[src/rtl/core/dmbm_pkg.sv]
`timescale 1ns / 1ps
// Shared types, widths and codes for the display mode best-match block.
package dmbm_pkg;

	localparam int MAX_MODES_DEF = 64;
	// Stored mode dimensions; equal to the width of the dimension ports.
	localparam int DIM_BITS      = 16;
	localparam int AREA_W        = 2 * DIM_BITS;
	localparam int UNI_W         = AREA_W + 1;
	localparam int PROD_W        = AREA_W + UNI_W;
	localparam int SLOT_W        = 6;
	localparam int CNT_REG_W     = 7;
	localparam int APB_AW        = 4;
	localparam int APB_DW        = 32;

	typedef enum logic {
		REQ_WRITE = 1'b0,
		REQ_QUERY = 1'b1
	} req_kind_t;

	typedef enum logic [1:0] {
		REG_MODE_COUNT = 2'd0,
		REG_HOST_MAX_W = 2'd1,
		REG_HOST_MAX_H = 2'd2
	} reg_idx_t;

	typedef struct packed {
		logic [DIM_BITS-1:0] w;
		logic [DIM_BITS-1:0] h;
	} mode_t;

	typedef struct packed {
		logic [DIM_BITS-1:0] w;
		logic [DIM_BITS-1:0] h;
		logic [AREA_W-1:0]   area;
	} query_t;

	typedef struct packed {
		logic [DIM_BITS-1:0] max_w;
		logic [DIM_BITS-1:0] max_h;
	} host_lim_t;

	typedef struct packed {
		logic clr;
		logic valid_s1;
	} scan_ctl_t;

	typedef struct packed {
		logic found;
		logic pipe_busy;
	} scan_sts_t;

endpackage

[src/rtl/core/dmbm_mem.sv]
`timescale 1ns / 1ps
// Mode table: single-port synchronous RAM with a registered read.
module dmbm_mem import dmbm_pkg::*; #(
	parameter int DEPTH = MAX_MODES_DEF,
	parameter int IDX_W = 6
) (
	input  logic             clk,
	input  logic             en,
	input  logic             we,
	input  logic [IDX_W-1:0] addr,
	input  mode_t            wr_data,
	output mode_t            rd_data
);

	mode_t mem [DEPTH];
	mode_t rd_data_q;

	always_ff @(posedge clk) begin
		if (en && we) begin
			mem[addr] <= wr_data;
		end
	end

	always_ff @(posedge clk) begin
		if (en && !we) begin
			rd_data_q <= mem[addr];
		end
	end

	assign rd_data = rd_data_q;

endmodule

[config.mk]
export PLATFORM = sky130hd
export DESIGN_NAME = dmbm_mem
export DESIGN_NICKNAME = d
export VERILOG_FILES = /design/src/rtl/core/dmbm_pkg.sv /design/src/rtl/core/dmbm_mem.sv
export SDC_FILE = /design/constraint.sdc
export NUM_CORES = 2
export LEC_CHECK = 0
export BUFFER_PORTS_ARGS = -buffer_cell sky130_fd_sc_hd__buf_2
export CORE_MARGIN = 5
export CORE_UTILIZATION = 44
export DETAILED_ROUTE_END_ITERATION = 8
export SYNTH_ARGS = -nofsm -noshare
export SYNTH_HDL_FRONTEND = slang
export SYNTH_SLANG_ARGS = --single-unit
[constraint.sdc]
create_clock -name clk -period 8.85 [get_ports clk]
set_clock_uncertainty 0.2 [all_clocks]
set_input_delay 0.4425 -clock clk [delete_from_list [all_inputs] [get_ports clk]]
set_output_delay 0.4425 -clock clk [all_outputs]
set_load 0.01 [all_outputs]
After elaboration in Yosys (flattened, before gate mapping)
Memories as Yosys holds them, arrays and structs flattened. A register that Yosys moved wholly into a read port is not among the register bits.
Cells that the tools add are included.
Word-level totals
  output and inout port bits: 32
  bits in writable memories: 2048
  flip-flop bits (word level): 0
  bits of input ports: 41
  memories: 1
  logic and storage cells: 6
Memories
  mem: depth 64, bits a word 32, read ports 1, clocked after memory_dff 1, wr ports 1, line dmbm_mem.sv:15  | mode_t mem [DEPTH];
Operators by class
  reductions and logical operators: 3
  muxes and demuxes: 2
Operators with widths (count)
  $logic_and A1 B1 Y1: 2
  $mux W1: 2
  $logic_not A1 Y1: 1

Longest topological paths before layout
  word-level depth: 3
  mapped depth: 12
  gate-level depth less buffers: 6

Worst setup path before layout
OpenSTA, ideal clock, no wires.
  kind: in2reg
  start point: in addr[2]
  end point: mem mem[15][0] in the netlist's numbering (enable)
  buffers on the path: 6
  arrival time: 3.395 ns
  required time: 8.229 ns
  slack: 4.834 ns
  stages: 9
  library setup time: 0.421 ns
  path through: buf_6 -> buf_4 -> buf_4 -> buf_2 -> buf_2 -> clkbuf_1 -> and3_1 -> nand2_1 -> nor2_1
RTL lines
  from (decl): line dmbm_mem.sv:10  | input logic [IDX_W-1:0] addr,
  to (decl): line dmbm_mem.sv:15
No word-level cell before the write port.

==> flow_metrics.env <==
export IMPL_status="finished clean"
export IMPL_finalWirelength_um=232500
export IMPL_synth_area_leaders="edfxtp_1, a22oi_1, mux2i_1"
export IMPL_max_freq_ghz=0.2230
export IMPL_finalHoldViolCount=0
export IMPL_io_buffers=72
export IMPL_num_vias=45265
export IMPL_use_met3_pct=5.599
export IMPL_power_leakage_uw=0.02777
export IMPL_hold_start="wr_data[16]"
export IMPL_final_antenna_net_count=0
export IMPL_setup_tns_final_ns=0
export IMPL_initial_utilization_pct=44.09
export IMPL_grt_usage_pct=24.50
export IMPL_avgSynthCellArea_sq_um=17.70
export IMPL_finalWorstSetupSlack_ns=4.366
export IMPL_rsz0062_at_grt="no"
export IMPL_grt_pass1_wl_um=328600
export IMPL_crit_chain="buf_8, buf_12, buf_4, mux2_2, a22oi_1, nor2_1, a311oi_1, o221ai_1, or3_1"
export IMPL_grt_util_met1_pct=34.16
export IMPL_clk_latency_ns=0.85
export IMPL_synth_edff_count=2080
export IMPL_drv_slew=0
export IMPL_dieArea_sq_um=186900
export IMPL_synthDistinctLibCells=54
export IMPL_power_switching_uw=4527
export IMPL_drive_gt1_share_pct=14.67
export IMPL_hold_path_class="in2reg"
export IMPL_clk_path_buf_depth=3
export IMPL_syn_num_nets=4477
export IMPL_yosys_area_top_type="edfxtp_1"
export IMPL_ys_ff_latch=2080
export IMPL_synthCells=4436
export IMPL_r2r_start="mem[6][15]"
export IMPL_hold_end="mem[14][16]"
export IMPL_row_count=155
export IMPL_startpoint_type="input pin"
export IMPL_numCtsBuffers=205
export IMPL_htreeDepth=4
export IMPL_core_area_sq_um=178000
export IMPL_synth_seq_area_share_pct=79.57
export IMPL_synth_top_flop_cell="edfxtp_1"
export IMPL_area_growth_pct=13.14
export IMPL_via_per_inst=6.379
export IMPL_post_route_util_pct=49.89
export IMPL_worst_pin_slew_ns=1.306
export IMPL_clockRootBuffer="clkbuf_16"
export IMPL_maxCapViolCount=0
export IMPL_clk_pin_slew_ns=0.06
export IMPL_slew_headroom_pct=12.94
export IMPL_grtUsageMet2_pct=37.89
export IMPL_power_density_nw_per_um2=228.9
export IMPL_ir_drop_mv=0.1422
export IMPL_seqCellArea_sq_um=62460
export IMPL_r2r_slack_ns=5.56
export IMPL_dr_pass1_iters=7
export IMPL_synthesis_area_sq_um=78500
export IMPL_p_int_uw=15800
export IMPL_cts_resized_gates=0
export IMPL_ys_warnings_count=0
export IMPL_io_pins=73
export IMPL_post_cts_buffers=0
export IMPL_gp_congestion=0.8506
export IMPL_cp_required_ns=9.25
export IMPL_dpl_hpwl_um=130100
export IMPL_period_needed_ns=4.484
export IMPL_cpPeakStageDelay_ns=0.65
export IMPL_period_share_pct=50.67
export IMPL_die_x_um=432.4
export IMPL_grt_busiest_layer="met2"
export IMPL_grt_start_max_net_pins=122
export IMPL_antenna_found_initial=21
export IMPL_ys_async_sr_fraction_pct=0
export IMPL_cts_tree="built"
export IMPL_hold_depth=2
export IMPL_p_seq_share_pct=53.7
export IMPL_dr_first_iter_drc_count=6136
export IMPL_grt_overflow=0
export IMPL_combPwrFrac_pct=5.2
export IMPL_first_global_vias=43599
export IMPL_critPathArrivalTime_ns=4.89
export IMPL_crit_path_end_kind="flop"
export IMPL_dp_slack_ns=3.530
export IMPL_nFillCells=14499
export IMPL_swShare_pct=22.27
export IMPL_finalSetupViolCount=0
export IMPL_fin_nets=4588
export IMPL_clock_sinks=2080
export IMPL_synth_top_area_share_pct=79.57
export IMPL_multi_input_area_sq_um=15230
export IMPL_r2r_end="rd_data[15]"
export IMPL_worstPathMaxFanout=106
export IMPL_p_clk_share_pct=41.1
export IMPL_die_h_um=432.4
export IMPL_path_class="in2reg"
export IMPL_r2r_cells=6
export IMPL_wl_per_cell_um=32.77
export IMPL_slowest_stage="a311oi_1"
export IMPL_drc=0
## cell families (layout without fill, tap and decap cells)
group,count (synthesis),in the layout,synth area share (%)
flops,2080,2080,79.57
simple gates,419,419,2.436
other cells,0,23,0
compound gates,1283,1283,11.85
buf+inv,332,614,1.796
mux,322,322,4.348
## cell type report
cell class,count,area share (%)
diodes,23,0.06480
clock buffers,252,5.999
clock inverters,126,1.252
inverters,3,0.01550
multi-input cells,2024,17.15
flip-flops and latches,2080,70.33
well taps,2355,3.318
repair buffers,233,1.875
## sequential cells by signal, summed over array words and instances, names as in the netlist
| name | flops |
|---|---|
| mem | 2048 |
| rd_data | 32 |
## routing by layer
metal  wire length (um)  up-vias
met4               9193        6
met3              24240      421
li1                   -    18745
met2             106800     2666
met1              92250    23427
met5                 41        -
## worst max path at each step
stage	startpoint	slack (ns)	depth (start not counted)	endpoint
after CTS	addr[2]	4.46	9	rd_data[17]
after global placement	addr[2]	3.50	9	rd_data[17]
after floorplan	addr[2]	4.83	9	mem[15][0]
after detailed placement	addr[2]	3.53	9	rd_data[17]
after global routing	addr[2]	4.40	9	rd_data[17]
final	addr[2]	4.37	9	rd_data[17]
## cells in the mapped netlist (all sizes together), types with 2 or more instances
cell	count
nor4	15
or4	14
nand3b	3
nand2b	2
nor2	155
nand3	6
mux2	72
o32a	2
nor3b	2
or2	2
a21oi	70
a32oi	2
o21ai	97
or3	30
a311oi	16
mux2i	242
a211o	16
a21o	2
a221o	14
a22o	29
edfxtp	2080
clkbuf	201
o221ai	21
nor2b	10
and2	3
a221oi	171
a21boi	14
o211ai	15
o22a	30
o32ai	4
nor3	49
and3	3
nand2	119
a211oi	17
buf	128
and3b	3
mux4	8
clkinv	2
o22ai	238
o2111ai	2
a22oi	477
a31oi	44
## worst max-delay path, delay by kind of cell
family          cells  cell delay (ns)
mux                 1             0.41
compound gates      3             1.40
simple gates        2             0.57
buf+inv             3             1.61
## power groups by stage
stage | Combinational [uW] | Sequential, uW | Clock [uW]
global route | 1090 | 10900 | 8890
CTS | 1040 | 10900 | 8450
finish | 1050 | 10900 | 8360
global placement | 1030 | 11100 | 0
detailed placement | 1040 | 11100 | 0
floorplan | 490 | 11100 | 0
## through the flow
stage | cell area (sq um) | power [uW] | hold slack [ns] | instances
floorplan | 78500 | 11610 | 0.3414 | 4436
global placement | 82290 | 12150 | 0.5307 | 6692
detailed placement | 82290 | 12160 | 0.5417 | 6692
CTS | 88760 | 20410 | 0.05215 | 7073
global route | 88760 | 20890 | 0.08614 | 7076
finish | 88810 | 20330 | 0.09719 | 7096
## layout by cell type, fill, tap and decap left out, drive strengths merged, types with 17 or more instances in the layout
cell	n
edfxtp	2080
a22oi	477
clkbuf	252
mux2i	242
o22ai	238
buf	230
a221oi	171
nor2	155
nand2	119
clkinv	102
o21ai	97
mux2	72
a21oi	70
nor3	49
a31oi	44
o22a	30
or3	30
a22o	29
diode	23
o221ai	21
a211oi	17
## repair_timing
item / in CTS / in global routing
hold endpoints to repair: 20 / 0
endpoints found under the setup margin: 0 / 0
hold buffers: 3 / 0
(Power assumes the default switching activity.)
